## src/sv/i4s_pkg.sv

```systemverilog
// Shared types, constants and control/status structs for the I420 scaler.
// No dependencies; imported by every module of the block except i4s_ram.
`default_nettype none
package i4s_pkg;

    localparam int MAX_SRC_WIDTH_DEF  = 640;
    localparam int MAX_SRC_HEIGHT_DEF = 480;
    localparam int MAX_DST_WIDTH_DEF  = 1024;
    localparam int MAX_DST_HEIGHT_DEF = 1024;

    localparam int SW_W    = 10;   // src_width register
    localparam int SH_W    = 9;    // src_height register
    localparam int DW_W    = 11;   // dst_width / dst_height registers
    localparam int CFG_W   = 11;   // widest register
    localparam int IDX_W   = 2;
    localparam int STEP_W  = 26;
    localparam int ACC_W   = 27;
    localparam int POS_W   = 11;
    localparam int SADDR_W = 20;   // w*h + 2*(w/2)*(h/2) for 10x9 bit sizes

    localparam logic [IDX_W-1:0] REG_SRC_WIDTH  = 2'd0;
    localparam logic [IDX_W-1:0] REG_SRC_HEIGHT = 2'd1;
    localparam logic [IDX_W-1:0] REG_DST_WIDTH  = 2'd2;
    localparam logic [IDX_W-1:0] REG_DST_HEIGHT = 2'd3;

    localparam logic REQ_LOAD  = 1'b0;
    localparam logic REQ_PIXEL = 1'b1;

    localparam logic [1:0] PLANE_Y = 2'd0;
    localparam logic [1:0] PLANE_U = 2'd1;
    localparam logic [1:0] PLANE_V = 2'd2;

    localparam logic DIV_X = 1'b0;
    localparam logic DIV_Y = 1'b1;

    localparam int K_Y   = 298;
    localparam int K_RV  = 409;
    localparam int K_GU  = 100;
    localparam int K_GV  = 208;
    localparam int K_BU  = 516;
    localparam int K_RND = 128;
    localparam int Y_OFS = 16;
    localparam int C_OFS = 128;
    localparam logic [7:0] ALPHA = 8'hFF;

    typedef struct packed {
        logic       req_type;
        logic [7:0] src_byte;
        logic       first_byte;
    } in_item_t;

    typedef struct packed {
        logic [31:0] pixel_word;
        logic        status;
        logic        end_of_row;
        logic        end_of_frame;
    } out_item_t;

    typedef struct packed {
        logic       load_acc;
        logic       size_calc;
        logic       check;
        logic       div_start;
        logic       div_sel;
        logic       step_latch;
        logic       coord_calc;
        logic       addr_calc;
        logic       rd_en;
        logic [1:0] rd_sel;
        logic       cap_en;
        logic [1:0] cap_sel;
        logic       conv1;
        logic       conv2;
        logic       emit;
    } ctl_cmd_t;

    typedef struct packed {
        logic not_ready;
        logic frame_start;
        logic div_done;
    } dp_stat_t;

endpackage
`default_nettype wire

```

## src/sv/i4s_ctrl.sv

```systemverilog
// Sequencer: handshakes, output valid, and the per-pixel step sequence.
// Depends on i4s_pkg.
`default_nettype none
module i4s_ctrl
    import i4s_pkg::*;
(
    input  wire logic     clk,
    input  wire logic     rst_n,
    input  wire logic     in_valid,
    input  wire logic     in_req_type,
    output      logic     in_ready,
    output      logic     out_valid,
    input  wire logic     out_ready,
    input  wire dp_stat_t stat,
    output      ctl_cmd_t cmd
);

    localparam logic [3:0] S_IDLE  = 4'd0;
    localparam logic [3:0] S_SIZE  = 4'd1;
    localparam logic [3:0] S_CHECK = 4'd2;
    localparam logic [3:0] S_DXS   = 4'd3;
    localparam logic [3:0] S_DXW   = 4'd4;
    localparam logic [3:0] S_DYS   = 4'd5;
    localparam logic [3:0] S_DYW   = 4'd6;
    localparam logic [3:0] S_COORD = 4'd7;
    localparam logic [3:0] S_ADDR  = 4'd8;
    localparam logic [3:0] S_RDY   = 4'd9;
    localparam logic [3:0] S_RDU   = 4'd10;
    localparam logic [3:0] S_RDV   = 4'd11;
    localparam logic [3:0] S_RDW   = 4'd12;
    localparam logic [3:0] S_CONV1 = 4'd13;
    localparam logic [3:0] S_CONV2 = 4'd14;
    localparam logic [3:0] S_EMIT  = 4'd15;

    logic [3:0] state_reg, state_next;
    logic       ovalid_reg, ovalid_next;
    logic       accept;

    assign in_ready = (state_reg == S_IDLE);
    assign accept   = in_valid && in_ready;

    always_comb
    begin
        state_next = state_reg;
        cmd        = '0;
        cmd.load_acc = accept && (in_req_type == REQ_LOAD);
        case (state_reg)
            S_IDLE:
            begin
                if (accept && in_req_type == REQ_PIXEL)
                begin
                    state_next = S_SIZE;
                end
            end
            S_SIZE:
            begin
                cmd.size_calc = 1'b1;
                state_next    = S_CHECK;
            end
            S_CHECK:
            begin
                cmd.check = 1'b1;
                if (stat.not_ready)
                begin
                    state_next = S_EMIT;
                end
                else if (stat.frame_start)
                begin
                    state_next = S_DXS;
                end
                else
                begin
                    state_next = S_COORD;
                end
            end
            S_DXS:
            begin
                cmd.div_start = 1'b1;
                cmd.div_sel   = DIV_X;
                state_next    = S_DXW;
            end
            S_DXW:
            begin
                cmd.div_sel = DIV_X;
                if (stat.div_done)
                begin
                    cmd.step_latch = 1'b1;
                    state_next     = S_DYS;
                end
            end
            S_DYS:
            begin
                cmd.div_start = 1'b1;
                cmd.div_sel   = DIV_Y;
                state_next    = S_DYW;
            end
            S_DYW:
            begin
                cmd.div_sel = DIV_Y;
                if (stat.div_done)
                begin
                    cmd.step_latch = 1'b1;
                    state_next     = S_COORD;
                end
            end
            S_COORD:
            begin
                cmd.coord_calc = 1'b1;
                state_next     = S_ADDR;
            end
            S_ADDR:
            begin
                cmd.addr_calc = 1'b1;
                state_next    = S_RDY;
            end
            S_RDY:
            begin
                cmd.rd_en  = 1'b1;
                cmd.rd_sel = PLANE_Y;
                state_next = S_RDU;
            end
            S_RDU:
            begin
                cmd.rd_en   = 1'b1;
                cmd.rd_sel  = PLANE_U;
                cmd.cap_en  = 1'b1;
                cmd.cap_sel = PLANE_Y;
                state_next  = S_RDV;
            end
            S_RDV:
            begin
                cmd.rd_en   = 1'b1;
                cmd.rd_sel  = PLANE_V;
                cmd.cap_en  = 1'b1;
                cmd.cap_sel = PLANE_U;
                state_next  = S_RDW;
            end
            S_RDW:
            begin
                cmd.cap_en  = 1'b1;
                cmd.cap_sel = PLANE_V;
                state_next  = S_CONV1;
            end
            S_CONV1:
            begin
                cmd.conv1  = 1'b1;
                state_next = S_CONV2;
            end
            S_CONV2:
            begin
                cmd.conv2  = 1'b1;
                state_next = S_EMIT;
            end
            S_EMIT:
            begin
                if (!ovalid_reg || out_ready)
                begin
                    cmd.emit   = 1'b1;
                    state_next = S_IDLE;
                end
            end
            default:
            begin
                state_next = S_IDLE;
            end
        endcase
    end

    always_comb
    begin
        ovalid_next = ovalid_reg;
        if (cmd.emit)
        begin
            ovalid_next = 1'b1;
        end
        else if (out_ready)
        begin
            ovalid_next = 1'b0;
        end
    end

    always_ff @(posedge clk or negedge rst_n)
    begin
        if (!rst_n)
        begin
            state_reg  <= S_IDLE;
            ovalid_reg <= 1'b0;
        end
        else
        begin
            state_reg  <= state_next;
            ovalid_reg <= ovalid_next;
        end
    end

    assign out_valid = ovalid_reg;

endmodule
`default_nettype wire

```

## config.mk

```make
export PLATFORM = sky130hd
export DESIGN_NAME = i4s_ctrl
export DESIGN_NICKNAME = d
export VERILOG_FILES = /design/src/sv/i4s_pkg.sv /design/src/sv/i4s_ctrl.sv
export SDC_FILE = /design/constraint.sdc
export NUM_CORES = 1
export LEC_CHECK = 0
export ABC_AREA = 1
export BUFFER_PORTS_ARGS = -buffer_cell sky130_fd_sc_hd__buf_4
export CAP_MARGIN = 20
export CORE_AREA = 5 5 42 44
export DETAILED_ROUTE_END_ITERATION = 8
export DIE_AREA = 0 0 47 49
export REMOVE_ABC_BUFFERS = 1
export SLEW_MARGIN = 20
export SYNTH_ARGS = -nofsm -noshare
export SYNTH_HDL_FRONTEND = slang
export SYNTH_SLANG_ARGS = --single-unit
```

## constraint.sdc

```tcl
create_clock -name clk -period 2.1 [get_ports clk]
set_input_delay 0.105 -clock clk [delete_from_list [all_inputs] [get_ports clk]]
set_output_delay 0.105 -clock clk [all_outputs]
set_load 0.005 [all_outputs]
```

## Yosys cells after proc, flatten, opt, wreduce, memory -nomap -nowiden

Cells that the tools add are included.

| storage, ports and cells | value |
|---|---|
| register bits | 5 |
| bits of input ports | 8 |
| output and inout bits | 19 |
| logic and storage cells | 56 |

| operators by class | value |
|---|---|
| equality and inequality tests | 19 |
| mux-type cells | 23 |
| bitwise gates (word level) | 1 |
| reduce and logical (&&, ||, !) cells | 11 |

Operators with widths:

| kind | count |
|---|---|
| $pmux W4 S16 | 1 |
| $eq A4 B4 Y1 const B | 8 |
| $mux W4 | 5 |
| $pmux W3 S3 | 2 |
| $eq A4 B3 Y1 const B | 4 |
| $mux W1 | 14 |
| $eq A4 B2 Y1 const B | 2 |
| $ne A2 B2 Y1 const B | 3 |
| $reduce_or A2 Y1 | 3 |
| $eq A4 B1 Y1 const B | 1 |
| $logic_not A4 Y1 | 1 |
| $reduce_and A4 Y1 | 1 |
| $logic_and A1 B1 Y1 | 3 |
| $mux W3 | 1 |
| $ne A2 B1 Y1 const B | 1 |
| $reduce_bool A2 Y1 | 1 |
| $logic_not A1 Y1 | 1 |
| $logic_or A1 B1 Y1 | 1 |
| $not A1 Y1 | 1 |

## Longest topological paths before layout

| logic depth | value |
|---|---|
| depth after elaboration | 5 |
| mapped depth | 7 |
| depth with buffers taken out | 7 |

## Worst setup path before layout

OpenSTA, ideal clock, no wires.

| timing path | value |
|---|---|
| kind | register to register |
| start | reg state_reg[0] |
| end | reg state_reg[1] |
| setup time | 0.116 ns |
| arrival | 0.949 ns |
| required time | 1.984 ns |
| path slack | 1.035 ns |
| stages on the path, launching flop included | 7 |
| path buffers | 0 |
| clock period less this slack | 1.065 ns |
| cells stage by stage | dfrtp_1 > nor2_2 > nand3_1 > nand2_1 > nor2_2 > nand2_1 > nand2_1 |

| between the ends | value |
|---|---|
| cells in the longest elaborated chain, start to end | 5 |
| elaborated cells between the ends (all ways) | 24 |
| classes of those cells | eq/ne (19); mux (1); reduce/logical (4) |

Ends and longest elaborated chain:

| element | RTL line | RTL |
|---|---|---|
| from (decl) | i4s_ctrl.sv:35 | `logic [3:0] state_reg, state_next;` |
| from (signal assigned) | i4s_ctrl.sv:191 | `state_reg <= state_next;` |
| $logic_not A4 Y1 | i4s_ctrl.sv:39, i4s_ctrl.sv:47 |  |
| $logic_and A1 B1 Y1 | i4s_ctrl.sv:40 | `assign accept = in_valid && in_ready;` |
| $logic_and A1 B1 Y1 | i4s_ctrl.sv:50 | `if (accept && in_req_type == REQ_PIXEL)` |
| $ne A2 B1 Y1 (no source line) | - |  |
| $reduce_and A4 Y1 (no source line) | - |  |

Parallel ways exist; a longest one is shown, timed or not.
A chain may end at the register's enable or synchronous reset.

==> flow_summary.ini <==
[final_layout]
antennaDiodeCount = 0
area_delta_synth_final_pct = 55.08
postLayoutCoreUtil_pct = 49.02
layout.nets = 115
drive_above_1_share_pct = 35.85
largest_reg_flops = 4

[logic_synthesis]
syn_inst = 76
netlist_area_um2 = 442.9
seq_area_frac_synth_pct = 28.25
synthFlopType = dfrtp_1
avgSynthCellArea_um2 = 5.828
synth_top_area_share_pct = 28.25
synth_common_cells = 19 x nor2_1, 17 x nand2_1, 12 x inv_1, 6 x nand3_1, 5 x dfrtp_1
synth_edf_count = 0
synth.most_common_cell = nor2_1
async_flop_share_pct = 100.0
ys_top_cells_by_area = dfrtp_1 28%, nor2_1 16%, nand2_1 14%
synth-seq-cells = 5
synth_area_leader_cell = dfrtp_1
synth_warnings = 0
yosysUniqueCellTypes = 15

[setup_path]
worstPathRequired_ns = 2.00
cp-end-kind = output port
worstPathCellList = nor2_2, nand2_1, inv_2, nand2_1, nor2_1, buf_4
crit_slowest_cell = dfrtp_1
critPathKind = reg2out
crit_top_cell = nand2_1
cp_slowest_stage_delay_ns = 0.46
startpoint_type = flip-flop
crit_fanout = 6
arrival_ns = 1.37

[routing]
postRouteAntennaNets = 0
drt_pass1_iterations = 4
drc_errors = 0
wl_mm = 1.280
viasPerCell = 4.607
first_iter_violations = 9
wl_per_cell_um = 10.49
via_count = 562

[job]
timing.max_cap.violations = 0

[timing]
finalSetupViolCount = 0
rsz0062_at_grt = no
final.setup.tns_ns = 0
fmax_mhz = 676.1
holdWs_ns = 0.06943
period_share_pct = 70.43
finalMaxSlewViolations = 0
skew_ns = 0.002775
hold_viol = 0
tightest_slew_ns = 0.2528
period_minus_slack_ns = 1.479
slew_headroom_pct = 83.14

[clock_network]
path_clk_slew_ns = 0.05
cts_setup_buffers = 0
clk_path_buf_depth = 2
htree_num_levels = 1
cts.hold.buffers_added = 1
clkSinkCount = 5
tritoncts = built
numCtsBuffers = 3
clk_latency_ns = 0.25
cts-resized-gates = 0
clock_tree.root_cell = clkbuf_4

[run_status]
outcome = completed

[grt]
gr-total-overflow = 0
gr-usage-all-layers_pct = 12.94
grt_pass1_wl_mm = 2.180
grt_max_degree = 8
antenna_found_initial = 0
grt_pass1_vias = 517

[pwr]
power_density_nw_per_um2 = 1374
leakagePower_nw = 0.3988
p_total_w = 0.0009440
ir_worst_vdd_v = 0.0006488

[placed_design]
port_buffers = 26
dp_hpwl_mm = 1.042
gp_congestion = 0.8078

[die]
start_util_pct = 31.61
design.die.area_um2 = 2303
die_h_um = 49
die_w_um = 47
core-area_um2 = 1401
ios = 27
fp-row-count = 14

[worst_hold_path]
hp-class = in2reg
## through the flow
stage               setup slack [ns]  area [µm²]  instances
finish                        0.6209       686.9        122
floorplan                      1.035       435.4         75
detailed placement            0.8527       650.6        117
global placement              0.8658       650.6        117
global route                  0.4791       686.9        122
CTS                           0.6188       686.9        122
## worst paths after layout
check                                   from  depth (start not counted)  slack [ns]      endpoint
worst min-delay path               out_ready                          2        0.07     out_valid
max in group asynchronous              rst_n                          2        1.80  state_reg[2]
min in group asynchronous              rst_n                          2        0.20  state_reg[3]
worst min register to register     out_valid                          2        0.56     out_valid
worst max-delay path            state_reg[0]                          6        0.62       cmd[16]
worst max register to register  state_reg[0]                          6        0.84  state_reg[1]
## placed cells by master, fill, tap and decap left out
cell / n
nand3_1: 6
nor2_2: 3
nand3_4: 1
inv_1: 12
buf_4: 26
inv_2: 3
clkbuf_4: 3
o22ai_1: 2
dfrtp_1: 5
o21ai_1: 2
clkinv_4: 1
nand2_1: 17
dlygate4sd3_1: 1
nor3_1: 2
clkbuf_1: 1
nor2_1: 19
o21ai_0: 1
nand2_2: 1
## power breakdown
group	total, W	leakage, nW	internal [W]	switching [W]
Combinational	0.000615	0.324	0.000264	0.000351
Sequential	0.000211	0.0595	0.000147	0.0000638
Clock	0.000118	0.0150	0.0000722	0.0000456
## logic make-up after synthesis
kind of cell,after synthesis,synth area share [%]
compound gates,5,6.213
buf+inv,17,16.38
flops,5,28.25
simple gates,49,49.16
## cell type report
| class | count | area, µm² |
|---|---|---|
| inverter | 16 | 65.06 |
| clock buffer | 4 | 26.28 |
| sequential | 5 | 125.1 |
| multi-input combinational | 54 | 245.2 |
| tap | 16 | 20.02 |
| timing repair buffer | 27 | 205.2 |
| fill | 160 | 714.4 |
## critical path: cells and delay by family (launching register included)
family | cells | cell delay (ns)
simple gates | 4 | 0.49
buf+inv | 2 | 0.17
flops | 1 | 0.46
## per-layer routing
metal  share of wire [%]  up-vias  routed length [µm]  track usage (%)
li1                    -      288                   -                -
met1                  43      255                 549            16.26
met2                  51       19                 651            20.59
met3                 6.1        0                  78            4.797
met4                   0        0                   0            2.765
met5                   0        -                   0                0
Note: power is estimated with default switching activity, not from simulation.
